[config.mk]
export PLATFORM = sky130hd
export DESIGN_NAME = sorted_card_insert_buffer
export DESIGN_NICKNAME = d
export VERILOG_FILES = /design/src/rtl/scib_pkg.sv /design/src/rtl/scib_store.sv /design/src/rtl/sorted_card_insert_buffer.sv
export SDC_FILE = /design/constraint.sdc
export NUM_CORES = 1
export LEC_CHECK = 0
export BUFFER_PORTS_ARGS = -buffer_cell sky130_fd_sc_hd__buf_2
export CORE_UTILIZATION = 40
export CTS_BUF_LIST = sky130_fd_sc_hd__clkbuf_16
export DETAILED_ROUTE_END_ITERATION = 12
export GPL_ROUTABILITY_DRIVEN = 0
export GPL_TIMING_DRIVEN = 1
export MAX_ROUTING_LAYER = met4
export PLACE_DENSITY = 0.6
export SLEW_MARGIN = 20
export SYNTH_ARGS = -nofsm -noshare
export SYNTH_HDL_FRONTEND = slang
export SYNTH_SLANG_ARGS = --single-unit
[constraint.sdc]
create_clock -name clock -period 5 [get_ports clock]
set_input_delay 1 -clock clock [delete_from_list [all_inputs] [get_ports clock]]
set_output_delay 1 -clock clock [all_outputs]
set_load 0.03 [all_outputs]
[src/rtl/scib_pkg.sv]
`timescale 1ns / 1ps
// ----------------------------------------------------------------------------
// scib_pkg
// Shared types, constants and the sort key function of the sorted card
// insert buffer.
// ----------------------------------------------------------------------------
package scib_pkg;

   // default depth of the card store
   localparam int ENTRIES_DEFAULT = 16;

   // field widths
   localparam int SUIT_W  = 2;
   localparam int RANK_W  = 7;
   localparam int ENTRY_W = SUIT_W + RANK_W;
   localparam int KEY_W   = 10;

   // suit bases of the sort key
   localparam logic [KEY_W-1:0] BASE_S = KEY_W'(100);
   localparam logic [KEY_W-1:0] BASE_D = KEY_W'(200);
   localparam logic [KEY_W-1:0] BASE_H = KEY_W'(300);
   localparam logic [KEY_W-1:0] BASE_C = KEY_W'(400);

   // suit codes
   localparam logic [SUIT_W-1:0] SUIT_S = 2'd0;
   localparam logic [SUIT_W-1:0] SUIT_D = 2'd1;
   localparam logic [SUIT_W-1:0] SUIT_H = 2'd2;
   localparam logic [SUIT_W-1:0] SUIT_C = 2'd3;

   // sequencer states
   typedef enum logic {
      ST_IDLE,
      ST_RUN
   } state_type;

   // sort key of one stored entry {suit, rank}
   function automatic logic [KEY_W-1:0] key_of(input logic [ENTRY_W-1:0] entry);
      logic [KEY_W-1:0] base;
      unique case (entry[ENTRY_W-1:RANK_W])
         SUIT_S:  base = BASE_S;
         SUIT_D:  base = BASE_D;
         SUIT_H:  base = BASE_H;
         SUIT_C:  base = BASE_C;
         default: base = BASE_S;
      endcase
      return base + KEY_W'(entry[RANK_W-1:0]);
   endfunction

endpackage

[src/rtl/scib_store.sv]
`timescale 1ns / 1ps
// ----------------------------------------------------------------------------
// scib_store
// Card store: one write port and one read port, read data registered.
// ----------------------------------------------------------------------------
module scib_store #(
   parameter int DEPTH = scib_pkg::ENTRIES_DEFAULT,
   parameter int AW    = 4
) (
   input  logic                         clock,
   input  logic                         wr_en,
   input  logic [AW-1:0]                wr_addr,
   input  logic [scib_pkg::ENTRY_W-1:0] wr_data,
   input  logic                         rd_en,
   input  logic [AW-1:0]                rd_addr,
   output logic [scib_pkg::ENTRY_W-1:0] rd_data
);

   logic [scib_pkg::ENTRY_W-1:0] mem [DEPTH];
   logic [scib_pkg::ENTRY_W-1:0] rd_data_ff;

   // write port
   always_ff @(posedge clock) begin
      if (wr_en) begin
         mem[wr_addr] <= wr_data;
      end
   end

   // registered read port
   always_ff @(posedge clock) begin
      if (rd_en) begin
         rd_data_ff <= mem[rd_addr];
      end
   end

   assign rd_data = rd_data_ff;

endmodule

[src/rtl/sorted_card_insert_buffer.sv]
`timescale 1ns / 1ps
// ----------------------------------------------------------------------------
// sorted_card_insert_buffer
// Keeps up to ENTRIES cards in ascending key order (suit base plus rank),
// inserts each new card after equal keys unless full; emits the whole order.
// ----------------------------------------------------------------------------
//  channel   ports                               handshake
//  request   req_card_suit, req_card_rank        start high, busy low
//  result    rsp_out_suit, rsp_out_rank,         rsp_valid, one cycle each
//            rsp_is_last, rsp_overflow
//
//  one pass walks the store front to rear through its single read port, one
//  entry a cycle, writing the shifted entries back as it goes.
//  an item keeps busy high until the merge stage has taken the last of the
//  stored cards after the insert; results run back to back, each passing
//  the read stage, the registered store read and the result registers.
//  reset empties the store at once; no clearing pass.
//  the receiver cannot stall; results are never held.
// ----------------------------------------------------------------------------
module sorted_card_insert_buffer #(
   parameter int ENTRIES = scib_pkg::ENTRIES_DEFAULT
) (
   input  logic                        clock,
   input  logic                        reset,
   input  logic                        start,
   output logic                        busy,
   input  logic [scib_pkg::SUIT_W-1:0] req_card_suit,
   input  logic [scib_pkg::RANK_W-1:0] req_card_rank,
   output logic                        rsp_valid,
   output logic [scib_pkg::SUIT_W-1:0] rsp_out_suit,
   output logic [scib_pkg::RANK_W-1:0] rsp_out_rank,
   output logic                        rsp_is_last,
   output logic                        rsp_overflow
);

   localparam int AW = (ENTRIES > 1) ? $clog2(ENTRIES) : 1;
   localparam int CW = $clog2(ENTRIES + 1);
   localparam int EW = scib_pkg::ENTRY_W;

   // control registers
   scib_pkg::state_type state_ff, state_in;
   logic [CW-1:0] count_ff, count_in;
   logic [CW-1:0] total_ff, total_in;
   logic [CW-1:0] rd_idx_ff, rd_idx_in;
   logic          proc_vld_ff, proc_vld_in;
   logic          ins_done_ff, ins_done_in;
   logic          drop_ff, drop_in;
   logic          rsp_valid_ff, rsp_valid_in;

   // payload registers
   logic [CW-1:0] proc_idx_ff, proc_idx_in;
   logic [EW-1:0] card_ff, card_in;
   logic [EW-1:0] hold_ff, hold_in;
   logic [EW-1:0] rsp_entry_ff, rsp_entry_in;
   logic          rsp_last_ff, rsp_last_in;
   logic          rsp_ovf_ff, rsp_ovf_in;

   // store ports
   logic          wr_en;
   logic [AW-1:0] wr_addr;
   logic [EW-1:0] wr_data;
   logic          rd_en;
   logic [EW-1:0] rd_data;

   logic          proc_last;
   logic          card_first;

   scib_store #(
      .DEPTH (ENTRIES),
      .AW    (AW)
   ) u_store (
      .clock   (clock),
      .wr_en   (wr_en),
      .wr_addr (wr_addr),
      .wr_data (wr_data),
      .rd_en   (rd_en),
      .rd_addr (rd_idx_ff[AW-1:0]),
      .rd_data (rd_data)
   );

   // control state
   always_ff @(posedge clock) begin
      if (reset) begin
         state_ff     <= scib_pkg::ST_IDLE;
         count_ff     <= '0;
         total_ff     <= '0;
         rd_idx_ff    <= '0;
         proc_vld_ff  <= 1'b0;
         ins_done_ff  <= 1'b0;
         drop_ff      <= 1'b0;
         rsp_valid_ff <= 1'b0;
      end else begin
         state_ff     <= state_in;
         count_ff     <= count_in;
         total_ff     <= total_in;
         rd_idx_ff    <= rd_idx_in;
         proc_vld_ff  <= proc_vld_in;
         ins_done_ff  <= ins_done_in;
         drop_ff      <= drop_in;
         rsp_valid_ff <= rsp_valid_in;
      end
   end

   // payload
   always_ff @(posedge clock) begin
      proc_idx_ff  <= proc_idx_in;
      card_ff      <= card_in;
      hold_ff      <= hold_in;
      rsp_entry_ff <= rsp_entry_in;
      rsp_last_ff  <= rsp_last_in;
      rsp_ovf_ff   <= rsp_ovf_in;
   end

   // position being processed is the rear of the run
   assign proc_last  = (proc_idx_ff == total_ff - CW'(1));
   // new card goes before the entry read at this position
   assign card_first = scib_pkg::key_of(card_ff) < scib_pkg::key_of(rd_data);

   // sequencer: read stage, then merge stage that writes back and emits
   always_comb begin
      state_in     = state_ff;
      count_in     = count_ff;
      total_in     = total_ff;
      rd_idx_in    = rd_idx_ff;
      proc_vld_in  = 1'b0;
      proc_idx_in  = rd_idx_ff;
      ins_done_in  = ins_done_ff;
      drop_in      = drop_ff;
      card_in      = card_ff;
      hold_in      = hold_ff;
      rsp_valid_in = 1'b0;
      rsp_entry_in = rsp_entry_ff;
      rsp_last_in  = rsp_last_ff;
      rsp_ovf_in   = rsp_ovf_ff;
      rd_en        = 1'b0;
      wr_en        = 1'b0;
      wr_addr      = proc_idx_ff[AW-1:0];
      wr_data      = card_ff;

      unique case (state_ff)
         scib_pkg::ST_IDLE: begin
            if (start) begin
               state_in    = scib_pkg::ST_RUN;
               card_in     = {req_card_suit, req_card_rank};
               rd_idx_in   = '0;
               ins_done_in = 1'b0;
               drop_in     = (count_ff == CW'(ENTRIES));
               total_in    = (count_ff == CW'(ENTRIES)) ? count_ff : count_ff + CW'(1);
            end
         end
         scib_pkg::ST_RUN: begin
            // read stage
            if (rd_idx_ff < total_ff) begin
               rd_en       = 1'b1;
               proc_vld_in = 1'b1;
               rd_idx_in   = rd_idx_ff + CW'(1);
            end
            // merge stage
            if (proc_vld_ff) begin
               rsp_valid_in = 1'b1;
               rsp_last_in  = proc_last;
               rsp_ovf_in   = drop_ff;
               priority if (drop_ff) begin
                  rsp_entry_in = rd_data;
               end else if (ins_done_ff) begin
                  wr_en        = 1'b1;
                  wr_data      = hold_ff;
                  rsp_entry_in = hold_ff;
                  hold_in      = rd_data;
               end else if (proc_last || card_first) begin
                  wr_en        = 1'b1;
                  wr_data      = card_ff;
                  rsp_entry_in = card_ff;
                  hold_in      = rd_data;
                  ins_done_in  = 1'b1;
               end else begin
                  rsp_entry_in = rd_data;
               end
               if (proc_last) begin
                  state_in = scib_pkg::ST_IDLE;
                  count_in = total_ff;
               end
            end
         end
         default: begin
            state_in = scib_pkg::ST_IDLE;
         end
      endcase
   end

   // outputs
   assign busy         = (state_ff != scib_pkg::ST_IDLE);
   assign rsp_valid    = rsp_valid_ff;
   assign rsp_out_suit = rsp_entry_ff[EW-1:scib_pkg::RANK_W];
   assign rsp_out_rank = rsp_entry_ff[scib_pkg::RANK_W-1:0];
   assign rsp_is_last  = rsp_last_ff;
   assign rsp_overflow = rsp_ovf_ff;

endmodule

==> metrics.cfg, run 1 <==
[outcome]
status=completed

[critical_path]
slowest_delay_ns=0.55
crit_chain=inv_1 -> ha_1 -> fa_1 -> a21o_1 -> a21o_1 -> a21oi_1 -> nor2_1 -> a211oi_1 -> a21o_1 -> ha_1 -> nand2_1 -> o21ai_0 -> a31oi_1 -> a21oi_2 -> a211o_1 -> nor4_2 -> buf_4
crit_type=register to register
crit_family=compound AO/OA/AOI/OAI gates
endpoint_kind=register
reg2reg_from=u_store.rd_data[7]
crit_arrival_ns=4.65
crit_slowest_cell=a211o_1
critPathBufInv=2
crit_top_cell=a21o_1
startpoint_type=register
crit_fanout=17
crit_start=u_store.rd_data[7]
worstPathRequired_ns=5.20

[clocking]
clock_sinks=207
clk_latency_ns=0.50
clkTransAtPathRegs_ns=0.06
post_cts_resized=0
cts.hold.buffers_added=0
cts_made_buffers=23
cts_buffer_depth=3
cts_max_level=1
cts_tree=yes
postCtsSetupBuffers=0
cts-root-buf=clkbuf_16

[power_and_ir_drop]
internal_power_mw=2.933
p_clk_frac=0.405
pwr-share-comb=0.084
power_leakage_nw=3.459
power_mw=3.780
p_sw_mw=0.8478
power_density_mw_per_mm2=367.6
ir_worst_vdd_v=0.0002439
p_sw_frac=0.2243
sequentialPowerShare=0.511

[yosys]
yosysTopAreaCell=edfxtp_1
ys_warn_count=0
yosys-top-cells-area=edfxtp_1 (60%), mux4_2 (11%), dfxtp_1 (5.5%)
synth_cell_types=47
synth_cells=541
synth.top_cell.area_share=0.6034
syn_area_mm2=0.009057
synth_nets=594
synth_ff_type=edfxtp_1
synth-seq-cells=207
synth_edf_count=182
yosysSeqAreaShare=0.6587
avgSynthCellArea_um2=16.74
async_reset_ff_frac=0

[global_route]
grt.overflow.total=0
antenna_found_initial=0
first_global_vias=4892
grtUsageTotal=0.1665
grt_pass1_wl_mm=28.59
grt_max_degree=41

[sta]
setup_tns_ns=0
rsz0062_at_grt=false
finalSetupViolCount=0
finalHoldViolCount=0
fin_crit_ns=4.452
slew_headroom=0.4193
fmax_mhz=224.6
period_share=0.8903
slew_viol_final=0
worst_slew_pin_slew_ns=0.8638
final.setup_skew_ns=0.01928

[die]
row_count=54
coreArea_mm2=0.02203
initial_utilization=0.4112
die_h_um=152.5
dieArea_mm2=0.02325
die-width_um=152.5
ioPinCount=25

[finish]
drive_above_1_share=0.2475
nets=640
fin_util=0.4669
fillers=1888
diodes=0
area_growth_pct=13.55

[detailed_routing]
dr.pass1.iters=7
wl_met2_mm=8.526
wl_met1_mm=8.456
post_drt_wl_per_cell_um=20.79
wl_met3_um=927
highest_layer=met4
vias=4751
finalWirelength_mm=18.33
drt_iter0_markers=433
ant_nets=0
drc=0
vias_per_cell=5.387

[worst_hold_path]
hold_start=proc_idx_in[4]
hold_path_class=register to register

[job]
maxCapViolCount=0

[placed_design]
io_buffers=24
post-dp-hpwl_mm=12.77

==> layout by cell type, fill, tap and decap left out, types with 3 or more instances in the layout <==
| cell type | n |
|---|---|
| inv_1 | 24 |
| nand3_1 | 10 |
| clkbuf_16 | 23 |
| or2_2 | 4 |
| nor4_2 | 7 |
| mux4_2 | 45 |
| a21o_1 | 10 |
| xor2_1 | 7 |
| a211oi_1 | 3 |
| mux2i_1 | 5 |
| buf_2 | 24 |
| clkinv_2 | 5 |
| buf_4 | 19 |
| o21ai_0 | 4 |
| nor3_1 | 11 |
| ha_1 | 39 |
| clkinv_1 | 6 |
| o31a_1 | 10 |
| o22a_1 | 9 |
| nand2_1 | 21 |
| mux2_2 | 10 |
| a21oi_1 | 21 |
| nor2_1 | 20 |
| dfxtp_1 | 24 |
| nand2b_1 | 21 |
| xnor2_1 | 11 |
| edfxtp_1 | 182 |
==> stage by stage <==
| stage | hold WS, ns | std cells | worst slack (ns) | instance area, um2 |
|---|---|---|---|---|
| final | 0.4087 | 882 | 0.5485 | 10280 |
| after global placement | 0.3914 | 842 | 0.6845 | 9599 |
| after global routing | 0.4292 | 882 | 0.2177 | 10280 |
| after floorplan | 0.3752 | 541 | 0.4690 | 9057 |
| after CTS | 0.4060 | 882 | 0.5658 | 10280 |
| after detailed placement | 0.3989 | 842 | 0.6099 | 9599 |
==> final timing paths <==
path / to / slack [ns] / cells after the start
worst max register to register: u_store.mem[5][2] / 0.55 / 17
worst min-delay path: proc_idx_ff[4] / 0.41 / 0
worst max-delay path: u_store.mem[5][2] / 0.55 / 17
worst min register to register: proc_idx_ff[4] / 0.41 / 0
==> synthesized netlist by cell type (11+ instances only) <==
| library cell | number |
|---|---|
| a21oi_1 | 21 |
| dfxtp_1 | 25 |
| edfxtp_1 | 182 |
| ha_1 | 39 |
| inv_1 | 22 |
| mux4_2 | 45 |
| nand2_1 | 21 |
| nand2b_1 | 21 |
| nor2_1 | 20 |
| nor3_1 | 11 |
| xnor2_1 | 11 |
==> flip-flops by register name, summed over array words and instances, names as in the netlist <==
| name | cells |
|---|---|
| rsp_overflow | 1 |
| rsp_entry_ff | 9 |
| rsp_is_last | 1 |
| proc_idx_in | 5 |
| total_ff | 5 |
| drop_ff | 1 |
| proc_idx_ff | 5 |
| proc_vld_ff | 1 |
| busy | 1 |
| hold_ff | 9 |
| u_store.mem | 144 |
| rsp_valid | 1 |
| u_store.rd_data | 9 |
| count_ff | 5 |
| ins_done_ff | 1 |
| card_ff | 9 |
==> layer usage <==
layer  up-vias  GRT usage
li1       2207          -
met1      2402     0.2270
met2       114     0.2583
met3        28    0.02673
met4         0    0.04954
met5         -          -
==> power by group through the flow <==
stage	Combinational [mW]	Clock, mW	Sequential [mW]
finish	0.318	1.53	1.93
global route	0.351	1.63	1.93
CTS	0.319	1.56	1.93
detailed placement	0.317	0	1.97
global placement	0.314	0	1.97
floorplan	0.238	0	1.96
==> layout make-up <==
cell class / count / area [um2] / share of cell area
clock inverter: 17 / 110.1 / 0.01071
inverter: 23 / 86.33 / 0.008394
tap: 280 / 350.3 / 0.03406
clock buffer: 23 / 575.6 / 0.05596
timing repair buffer: 43 / 262.8 / 0.02555
multi-input combinational: 289 / 2933 / 0.2852
sequential: 207 / 5967 / 0.5802
==> cells by family after synthesis <==
group                    synth area share
buffers and inverters             0.02169
XOR/XNOR                          0.01989
flip-flops                         0.6587
AND/OR/NAND/NOR                   0.06161
AO/OA/AOI/OAI                     0.05001
adder cells (fa/ha/maj)           0.05830
multiplexers                       0.1299
(Power assumes the default switching activity.)
==> run 2: changes to the inputs <==
--- a/config.mk
+++ b/config.mk
@@ -12,7 +12,7 @@
 export GPL_ROUTABILITY_DRIVEN = 0
 export GPL_TIMING_DRIVEN = 1
 export MAX_ROUTING_LAYER = met4
-export PLACE_DENSITY = 0.6
+export PLACE_DENSITY = 0.62
 export SLEW_MARGIN = 20
 export SYNTH_ARGS = -nofsm -noshare
 export SYNTH_HDL_FRONTEND = slang
==> constraint.sdc (replaced) <==
create_clock -name clock -period 3.6 [get_ports clock]
set_input_delay 0.72 -clock clock [delete_from_list [all_inputs] [get_ports clock]]
set_output_delay 0.72 -clock clock [all_outputs]
set_load 0.03 [all_outputs]
==> run 2 against run 1 <==
Against the previous run: the flow now finishes with violations (negative setup slack); final area is 9.2% higher; via count increased by 7.3%; first-iteration DRC count fell by 14%; wire length grew 10%; sequential cell count stayed put; die area unchanged; non-clock buffer count up 58; maximum frequency up 12%.
==> metrics.cfg, run 2 (synthesized netlist as in run 1, its figures left out) <==
[finish]
multiInputGateArea_mm2=0.003183  ; +8.5%
nets=699  ; +9.2%
top_register=u_store.mem
fillers=1813  ; -4.0%
diodes=0  ; unchanged
drive_above_1_share=0.3620  ; +0.1145
final_common_cell=edfxtp_1
stdcell_area_mm2=0.01124  ; +9.2%
ff_latch_area_mm2=0.005968  ; about the same
area_growth_pct=24.05
instances_no_fill=943  ; +6.9%
largest_reg_flops=144  ; unchanged
most-common-layout-cells=edfxtp_1 (182), buf_4 (54), mux4_2 (45), ha_1 (36), buf_2 (24)

[critical_path]
worstPathRequired_ns=3.82  ; -1.38 ns
crit_fanout=12  ; -5
endpoint_kind=register
crit_type=register to register
crit_arrival_ns=4.20  ; -0.45 ns
startpoint_type=register
r2r-end=u_store.mem[3][8]
reg2reg_from=u_store.rd_data[7]
rr_worst_depth=19  ; +2
rrSetupSlack_ns=-0.37  ; -0.92 ns

[clocking]
cts_made_buffers=23  ; unchanged
cts_buffer_depth=3  ; unchanged
clock_sinks=207  ; unchanged
clkTransAtPathRegs_ns=0.06  ; about the same
cts.hold.buffers_added=0  ; unchanged
cts-root-buf=clkbuf_16
clk_latency_ns=0.51  ; about the same
cts_tree=yes
cts_max_level=1  ; unchanged

[sta]
fin_crit_ns=3.975  ; -0.4768 ns
fmax_mhz=251.6  ; +12%
slew_headroom=0.3756  ; -0.04370
period_share=1.104  ; +0.2138
rsz0062_at_grt=true
slew_viol_final=0  ; unchanged
final.setup_skew_ns=0.01855  ; -0.0007241 ns
worst_slew_pin_slew_ns=0.9288  ; +0.06502 ns
layout_setup_ws_ns=-0.3748  ; -0.9232 ns
finalHoldViolCount=0  ; unchanged
finalSetupViolCount=162  ; +162

[placed_design]
post-dp-hpwl_mm=13.67  ; +7.1%
placed_area_mm2=0.01029  ; +7.2%
io_buffers=24  ; unchanged
dpl.cell_count=884  ; +5.0%

[power_and_ir_drop]
power_density_mw_per_mm2=487.8  ; +33%
power_leakage_nw=3.964  ; +15%
ir_worst_vdd_v=0.0003643  ; +49%

[die]
ioPinCount=25  ; unchanged
die-width_um=152.5  ; unchanged
dieArea_mm2=0.02325  ; unchanged
coreArea_mm2=0.02203  ; unchanged
die_h_um=152.5  ; unchanged
row_count=54  ; unchanged
initial_utilization=0.4112  ; unchanged

[worst_hold_path]
hold_path_depth=1  ; +1
hold_start=req_card_rank[1]
hold_path_class=input pin to register
hold-path-endpoint=card_ff[1]

[detailed_routing]
post_drt_wl_per_cell_um=21.43  ; +3.1%
drt_iter0_markers=372  ; -14%
vias=5098  ; +7.3%
ant_nets=0  ; unchanged
vias_per_cell=5.406  ; +0.36%
drc=0  ; unchanged
dr.pass1.iters=6  ; -1
finalWirelength_mm=20.21  ; +10%

[global_route]
antenna_found_initial=0  ; unchanged
grt_pass1_wl_mm=31.39  ; +9.8%
grt_max_degree=41  ; unchanged
grt.overflow.total=0  ; unchanged
grtUsageTotal=0.1841  ; +0.01763
first_global_vias=5366  ; +9.7%

[outcome]
violations=negative setup slack
status=complete, but fails checks

[job]
maxCapViolCount=0  ; unchanged

run 2: cell count changes in the layout (fill, tap and decap cells not counted), moves of 7 or more:
cell    before  now
buf_12       0   14
buf_4       19   54
buf_6        0    7
nor3_1      11    2
nor3_4       1   10
run 2: how the worst max path moves through the flow:
stage	slack, ns	cells after the start	to	startpoint
6_report	-0.37	19	u_store.mem[3][8]	u_store.rd_data[7]
5_1_grt	-0.50	19	u_store.mem[7][3]	u_store.rd_data[7]
4_1_cts	-0.36	19	u_store.mem[3][2]	u_store.rd_data[7]
3_5_place_dp	-0.46	18	u_store.mem[2][2]	u_store.rd_data[7]
3_3_place_gp	-0.39	18	u_store.mem[2][8]	u_store.rd_data[7]
2_1_floorplan	-0.25	18	u_store.mem[2][0]	card_ff[7]
run 2: area by class of cell:
class	count	share of cell area
Clock buffer	23	0.05122
Clock inverter	19	0.01192
Inverter	23	0.008018
Multi-Input combinational cell	289	0.2833
Sequential cell	207	0.5312
Tap cell	280	0.03118
Timing Repair Buffer	101	0.08252
Timing Repair inverter	1	0.0006682
run 2: repair_timing:
| item | CTS | global route |
|---|---|---|
| pin swaps | 6 | 2 |
| setup endpoints to repair | 162 | 162 |
| gates cloned | 4 | 1 |
| gates resized for setup | 20 | 5 |
| buffers inserted | 8 | 4 |
run 2: where the power goes:
group          internal, mW  switching [mW]  total, mW
sequential             2.65          0.0284       2.67
clock                  1.25           0.941       2.19
combinational         0.301           0.318      0.619
total                  4.19            1.29       5.48
run 2: through the flow:
| stage | power (mW) | util | hold WS [ns] | setup WS [ns] | setup TNS [ns] |
|---|---|---|---|---|---|
| CTS | 5.522 | 0.5080 | 0.3819 | -0.3640 | -48.34 |
| detailed placement | 3.256 | 0.4672 | 0.3920 | -0.4584 | -55.88 |
| global placement | 3.239 | 0.4672 | 0.3794 | -0.3910 | -47.97 |
| global route | 5.674 | 0.5101 | 0.3806 | -0.4969 | -69.76 |
| floorplan | 3.061 | - | 0.3752 | -0.2461 | -24.57 |
| finish | 5.481 | 0.5101 | 0.3967 | -0.3748 | -50.81 |
run 2: critical path, stage by stage (launching register included):
cell and delay, ns:
edfxtp_1 0.47, buf_4 0.18, ha_1 0.21, ha_1 0.30, a21o_1 0.19, a21o_1 0.21
a21oi_2 0.15, nor2_1 0.07, a211oi_2 0.18, a21o_1 0.11, ha_1 0.23, nand2_2 0.10
o21ai_2 0.07, a31oi_4 0.19, a21oi_2 0.09, a211o_1 0.30, buf_12 0.17, buf_12 0.15
nor3_4 0.15, buf_12 0.16
run 2: routing by layer:
metal  up-vias  wire length, um  global-route usage
met5         -                0                   -
met4         0              439             0.05435
met3        31              898             0.02873
met2       114             9883              0.2949
met1      2616             8990              0.2440
li1       2337                -                   -
